## src/ppc_pkg.sv

```systemverilog
`timescale 1ns / 1ps
// Shared types and constants of the polygon plane clipper.
package ppc_pkg;

  localparam int VW       = 32;      // coordinate and plane term width
  localparam int DW       = 52;      // signed plane distance width
  localparam int AW       = 33;      // coordinate difference width
  localparam int CNT_W    = 6;       // vertex_count field width
  localparam int MIN_POLY = 3;       // smallest polygon a plane is applied to

  typedef logic [2:0][VW-1:0] vtx_t;

  typedef enum logic [1:0] {
    CMD_VERTEX = 2'd0,
    CMD_PLANE  = 2'd1,
    CMD_CLEAR  = 2'd2,
    CMD_NONE   = 2'd3
  } cmd_e;

  typedef enum logic [4:0] {
    S_IDLE, S_CHK, S_PASS, S_RD, S_DIST, S_EDGE, S_MSTART, S_MWAIT,
    S_PUSHX, S_PUSHB, S_ADV, S_WRAP, S_NEXTP, S_OSTART, S_ORD, S_OLD, S_OEMPTY
  } state_e;

  typedef struct packed {
    logic idle;
    logic pass_init;
    logic rd_en;
    logic rd_out;
    logic dist_en;
    logic edge_clr;
    logic save_first;
    logic md_start;
    logic push_x;
    logic push_b;
    logic advance;
    logic wrap_ld;
    logic next_pass;
    logic out_start;
    logic out_load;
    logic out_empty;
  } ctl_cmd_t;

  typedef struct packed {
    logic run_go;
    logic can_clip;
    logic first;
    logic prv_in;
    logic cur_in;
    logic last_idx;
    logic wrap;
    logic dist_done;
    logic md_done;
    logic axis_last;
    logic more_pass;
    logic n_zero;
    logic out_free;
    logic out_last;
  } ctl_st_t;

endpackage

```

## src/ppc_ctrl.sv

```systemverilog
`timescale 1ns / 1ps
// Sequencer of the clipper: loading, plane passes and result readout.
module ppc_ctrl import ppc_pkg::*; (
  input  logic     clk_i,
  input  logic     rst_ni,
  input  ctl_st_t  st_i,
  output ctl_cmd_t cmd_o
);

  state_e state_q, state_d;

  always_ff @(posedge clk_i or negedge rst_ni) begin
    if (!rst_ni) state_q <= S_IDLE;
    else         state_q <= state_d;
  end

  always_comb begin
    state_d = state_q;
    unique case (state_q)
      S_IDLE:   if (st_i.run_go) state_d = S_CHK;
      S_CHK:    state_d = st_i.can_clip ? S_PASS : S_OSTART;
      S_PASS:   state_d = S_RD;
      S_RD:     state_d = S_DIST;
      S_DIST:   if (st_i.dist_done) state_d = S_EDGE;
      S_EDGE: begin
        priority if (st_i.first)                   state_d = S_ADV;
        else if (!st_i.prv_in && !st_i.cur_in)     state_d = S_ADV;
        else if (st_i.prv_in && st_i.cur_in)       state_d = S_PUSHB;
        else                                       state_d = S_MSTART;
      end
      S_MSTART: state_d = S_MWAIT;
      S_MWAIT:  if (st_i.md_done) state_d = st_i.axis_last ? S_PUSHX : S_MSTART;
      S_PUSHX:  state_d = st_i.prv_in ? S_ADV : S_PUSHB;
      S_PUSHB:  state_d = S_ADV;
      S_ADV: begin
        priority if (st_i.wrap)  state_d = S_NEXTP;
        else if (st_i.last_idx)  state_d = S_WRAP;
        else                     state_d = S_RD;
      end
      S_WRAP:   state_d = S_EDGE;
      S_NEXTP:  state_d = st_i.more_pass ? S_PASS : S_OSTART;
      S_OSTART: state_d = st_i.n_zero ? S_OEMPTY : S_ORD;
      S_ORD:    state_d = S_OLD;
      S_OLD:    if (st_i.out_free) state_d = st_i.out_last ? S_IDLE : S_ORD;
      S_OEMPTY: if (st_i.out_free) state_d = S_IDLE;
      default:  state_d = S_IDLE;
    endcase
  end

  always_comb begin
    cmd_o = '0;
    unique case (state_q)
      S_IDLE:   cmd_o.idle = 1'b1;
      S_PASS:   cmd_o.pass_init = 1'b1;
      S_RD:     cmd_o.rd_en = 1'b1;
      S_DIST:   cmd_o.dist_en = 1'b1;
      S_EDGE: begin
        cmd_o.edge_clr   = 1'b1;
        cmd_o.save_first = st_i.first;
      end
      S_MSTART: cmd_o.md_start = 1'b1;
      S_PUSHX:  cmd_o.push_x = 1'b1;
      S_PUSHB:  cmd_o.push_b = 1'b1;
      S_ADV:    cmd_o.advance = 1'b1;
      S_WRAP:   cmd_o.wrap_ld = 1'b1;
      S_NEXTP:  cmd_o.next_pass = 1'b1;
      S_OSTART: cmd_o.out_start = 1'b1;
      S_ORD: begin
        cmd_o.rd_en  = 1'b1;
        cmd_o.rd_out = 1'b1;
      end
      S_OLD:    cmd_o.out_load = st_i.out_free;
      S_OEMPTY: cmd_o.out_empty = st_i.out_free;
      default:  cmd_o = '0;
    endcase
  end

endmodule

```

## config.mk

```make
export PLATFORM = sky130hd
export DESIGN_NAME = ppc_ctrl
export DESIGN_NICKNAME = d
export VERILOG_FILES = /design/src/ppc_pkg.sv /design/src/ppc_ctrl.sv
export SDC_FILE = /design/constraint.sdc
export NUM_CORES = 1
export LEC_CHECK = 0
export BUFFER_PORTS_ARGS = -buffer_cell sky130_fd_sc_hd__buf_4
export CAP_MARGIN = 20
export CORE_MARGIN = 1.5
export CORE_UTILIZATION = 46
export DETAILED_ROUTE_END_ITERATION = 12
export PLACE_DENSITY_LB_ADDON = 0.25
export SYNTH_ARGS = -nofsm -noshare
export SYNTH_HDL_FRONTEND = slang
export SYNTH_SLANG_ARGS = --single-unit
```

## constraint.sdc

```tcl
create_clock -name clk_i -period 2.18 [get_ports clk_i]
set_clock_uncertainty 0.1 [all_clocks]
set_input_delay 0.218 -clock clk_i [delete_from_list [all_inputs] [get_ports clk_i]]
set_output_delay 0.218 -clock clk_i [all_outputs]
set_load 0.01 [all_outputs]
```

==> out/qor.yml <==
outcome: "completed"
grt_pass1_vias: 882
async_flop_share_pct: 100
root_buffer: "clkbuf_4"
die_y_um: 42.4
start_util_pct: 48.6
post-dp-hpwl_um: 1770
relSlewSlack_pct: 63.0
grt_max_degree: 18
synth_nets: 119
cts_buffers: 3
cts_htree_levels: 1
worst_pin_slew_ns: 0.541
reg.largest.list: "state_q: 5 flops"
rr_endpoint: "state_q[2]"
gp_congestion: 0.856
clk_path_buf_depth: 2
setup_viol: 0
synth_edf_count: 0
rr_worst_depth: 5
synth.area.top_cells: "dfrtp_1 18%, nor2_1 8.4%, nor3_1 4.9%, o21ai_0 4.2%, nand2_1 4.2%"
worstHoldPathType: "in -> reg"
rsz0062_at_grt: "no"
die_w_um: 42.4
powerDensity_mw_per_mm2: 1180
cap_violations: 0
netlist_instances: 102
seqCellArea_um2: 128
setup.worst_path.start: "state_q[4]"
rrSetupSlack_ns: 0.14
clk_pin_slew_worst_paths_ns: 0.04
remaining_drc_errors: 0
critPathKind: "reg -> out"
crit-reg2reg-launch: "state_q[0]"
io_pins: 32
largest_register: "state_q"
arrival_ns: 1.77
whs_endpoint: "state_q[3]"
antenna_found_initial: 0
drv_slew: 0
syn_area_per_cell_um2: 7.00
diodes: 0
drt_wl_total_um: 2320
ys_warn_count: 0
cellLeakagePower_nw: 0.474
crit_fanout: 9
ys_ff_latch: 5
ant_nets: 0
clock_latency_ns: 0.25
hold-path-cell-count: 2
period_minus_slack_ns: 2.09
cp-end-kind: "output pin"
cts_tree: "built"
synth_top_area_cell: "dfrtp_1"
synth_top_area_share_pct: 17.5
drt_iter0_markers: 16
rows: 14
route.vias.total: 952
viasPerCell: 6.10
grt_overflow: 0
max_freq_mhz: 480
wire_per_inst_um: 14.8
drive_above_1_share_pct: 38.6
multi_input_area_um2: 533
startpoint_type: "register"
finish.net_count: 158
area_delta_synth_final_pct: 44.5
synth_cell_types: 44
synth_area_um2: 714
grt_usage_pct: 27.3
synth_ff_type: "dfrtp_1"
nFillCells: 135
synth_sequential_area_ratio_pct: 17.5
core_mm2: 0.00147
numClockSinks: 5
hp-start: "st_i[1]"
numPortBuffers: 31
fin_setup_tns_ns: 0
required_ns: 1.86
grt_first_pass_wirelength_um: 3830
holdWs_ns: 0.104
ir_drop_v: 0.000542
largest_reg_flops: 5
dieArea_mm2: 0.00180
dr.pass1.iters: 4
period_share_pct: 95.7
hold_viol: 0
routing by layer:
metal	up-vias	wire (um)	part of all wire, %	global-route usage [%]
met4	0	48	2.1	18.1
li1	449	-	-	-
met3	9	131	5.7	2.16
met1	452	981	42	32.5
met5	-	0	0	0
met2	42	1150	50	46.2
synth_stat cells (2+ instances only):
cell      count
o31ai_1       2
nand2_1       8
nor3b_1       3
or3_1         2
a21oi_1       3
nor4_1        2
nor3_1        7
nand3b_1      2
clkbuf_1      2
dfrtp_1       5
nand2b_1      2
o22ai_1       2
nor2b_1       4
inv_1         3
mux2i_1       2
buf_2         2
nor2_1       16
buf_4         2
and2_1        2
o21ai_0       6
or4_1         2
final cells by class:
| type | instances | area share, % |
|---|---|---|
| flip-flops and latches | 5 | 12.4 |
| well taps | 16 | 1.94 |
| multi-input cells | 86 | 51.6 |
| inverters | 4 | 1.45 |
| clock buffers | 4 | 2.55 |
| repair buffers | 41 | 30.1 |
worst max path at each step:
stage | cells past startpoint | endpoint | slack, ns
final | 5 | cmd_o[9] | 0.09
after global routing | 5 | cmd_o[9] | 0.03
after CTS | 5 | cmd_o[9] | 0.05
after detailed placement | 6 | state_q[2] | 0.06
after global placement | 6 | state_q[2] | 0.14
after floorplan | 6 | state_q[2] | 0.29
worst max-delay path, stage by stage (launching register included):
cell and delay, ns:
dfrtp_2 0.46, or3b_4 0.45, or2_2 0.32, inv_2 0.07, and2_1 0.11, buf_4 0.11
through the flow:
step	total power, W	area, um^2	utilization, %	instances	setup WS [ns]
finish	0.00122	1030	70.2	156	0.0946
global route	0.00131	1030	70.2	156	0.0271
CTS	0.00119	1030	69.8	156	0.0543
global placement	0.00106	991	67.3	151	0.136
detailed placement	0.00107	991	67.3	151	0.0627
floorplan	0.000783	714	-	102	0.287
cells in the final DEF, fill, tap and decap left out, types with 3 or more instances in the layout:
| cell type | n |
|---|---|
| buf_4 | 40 |
| nor2_1 | 16 |
| nand2_1 | 8 |
| nor3_1 | 7 |
| o21ai_0 | 6 |
| nor2b_1 | 4 |
| inv_1 | 3 |
| a21oi_1 | 3 |
| nor3b_1 | 3 |
| clkbuf_4 | 3 |
| dfrtp_1 | 3 |
kinds of logic (layout without fill, tap and decap cells):
kind of cell / Yosys count / count (layout) / share of synthesized area (%)
compound gates: 22 / 22 / 20.7
fa+ha+maj: 1 / 1 / 1.75
buf+inv: 11 / 49 / 8.23
flops: 5 / 5 / 17.5
mux: 3 / 3 / 4.90
simple gates: 60 / 60 / 46.9
power by group:
group	switching (W)	internal (W)	total, W
combinational	0.000448	0.000432	0.000880
sequential	0.0000949	0.000135	0.000230
clock	0.0000408	0.0000694	0.000110
total	0.000584	0.000637	0.00122
repair_timing:
item,4_1_cts,5_1_grt
setup buffers,0,0
endpoints found under the setup margin,0,2
endpoints found under the hold margin,5,0
gates resized for setup,0,3
hold buffers,1,0
Note: power is estimated with default switching activity, not from simulation.
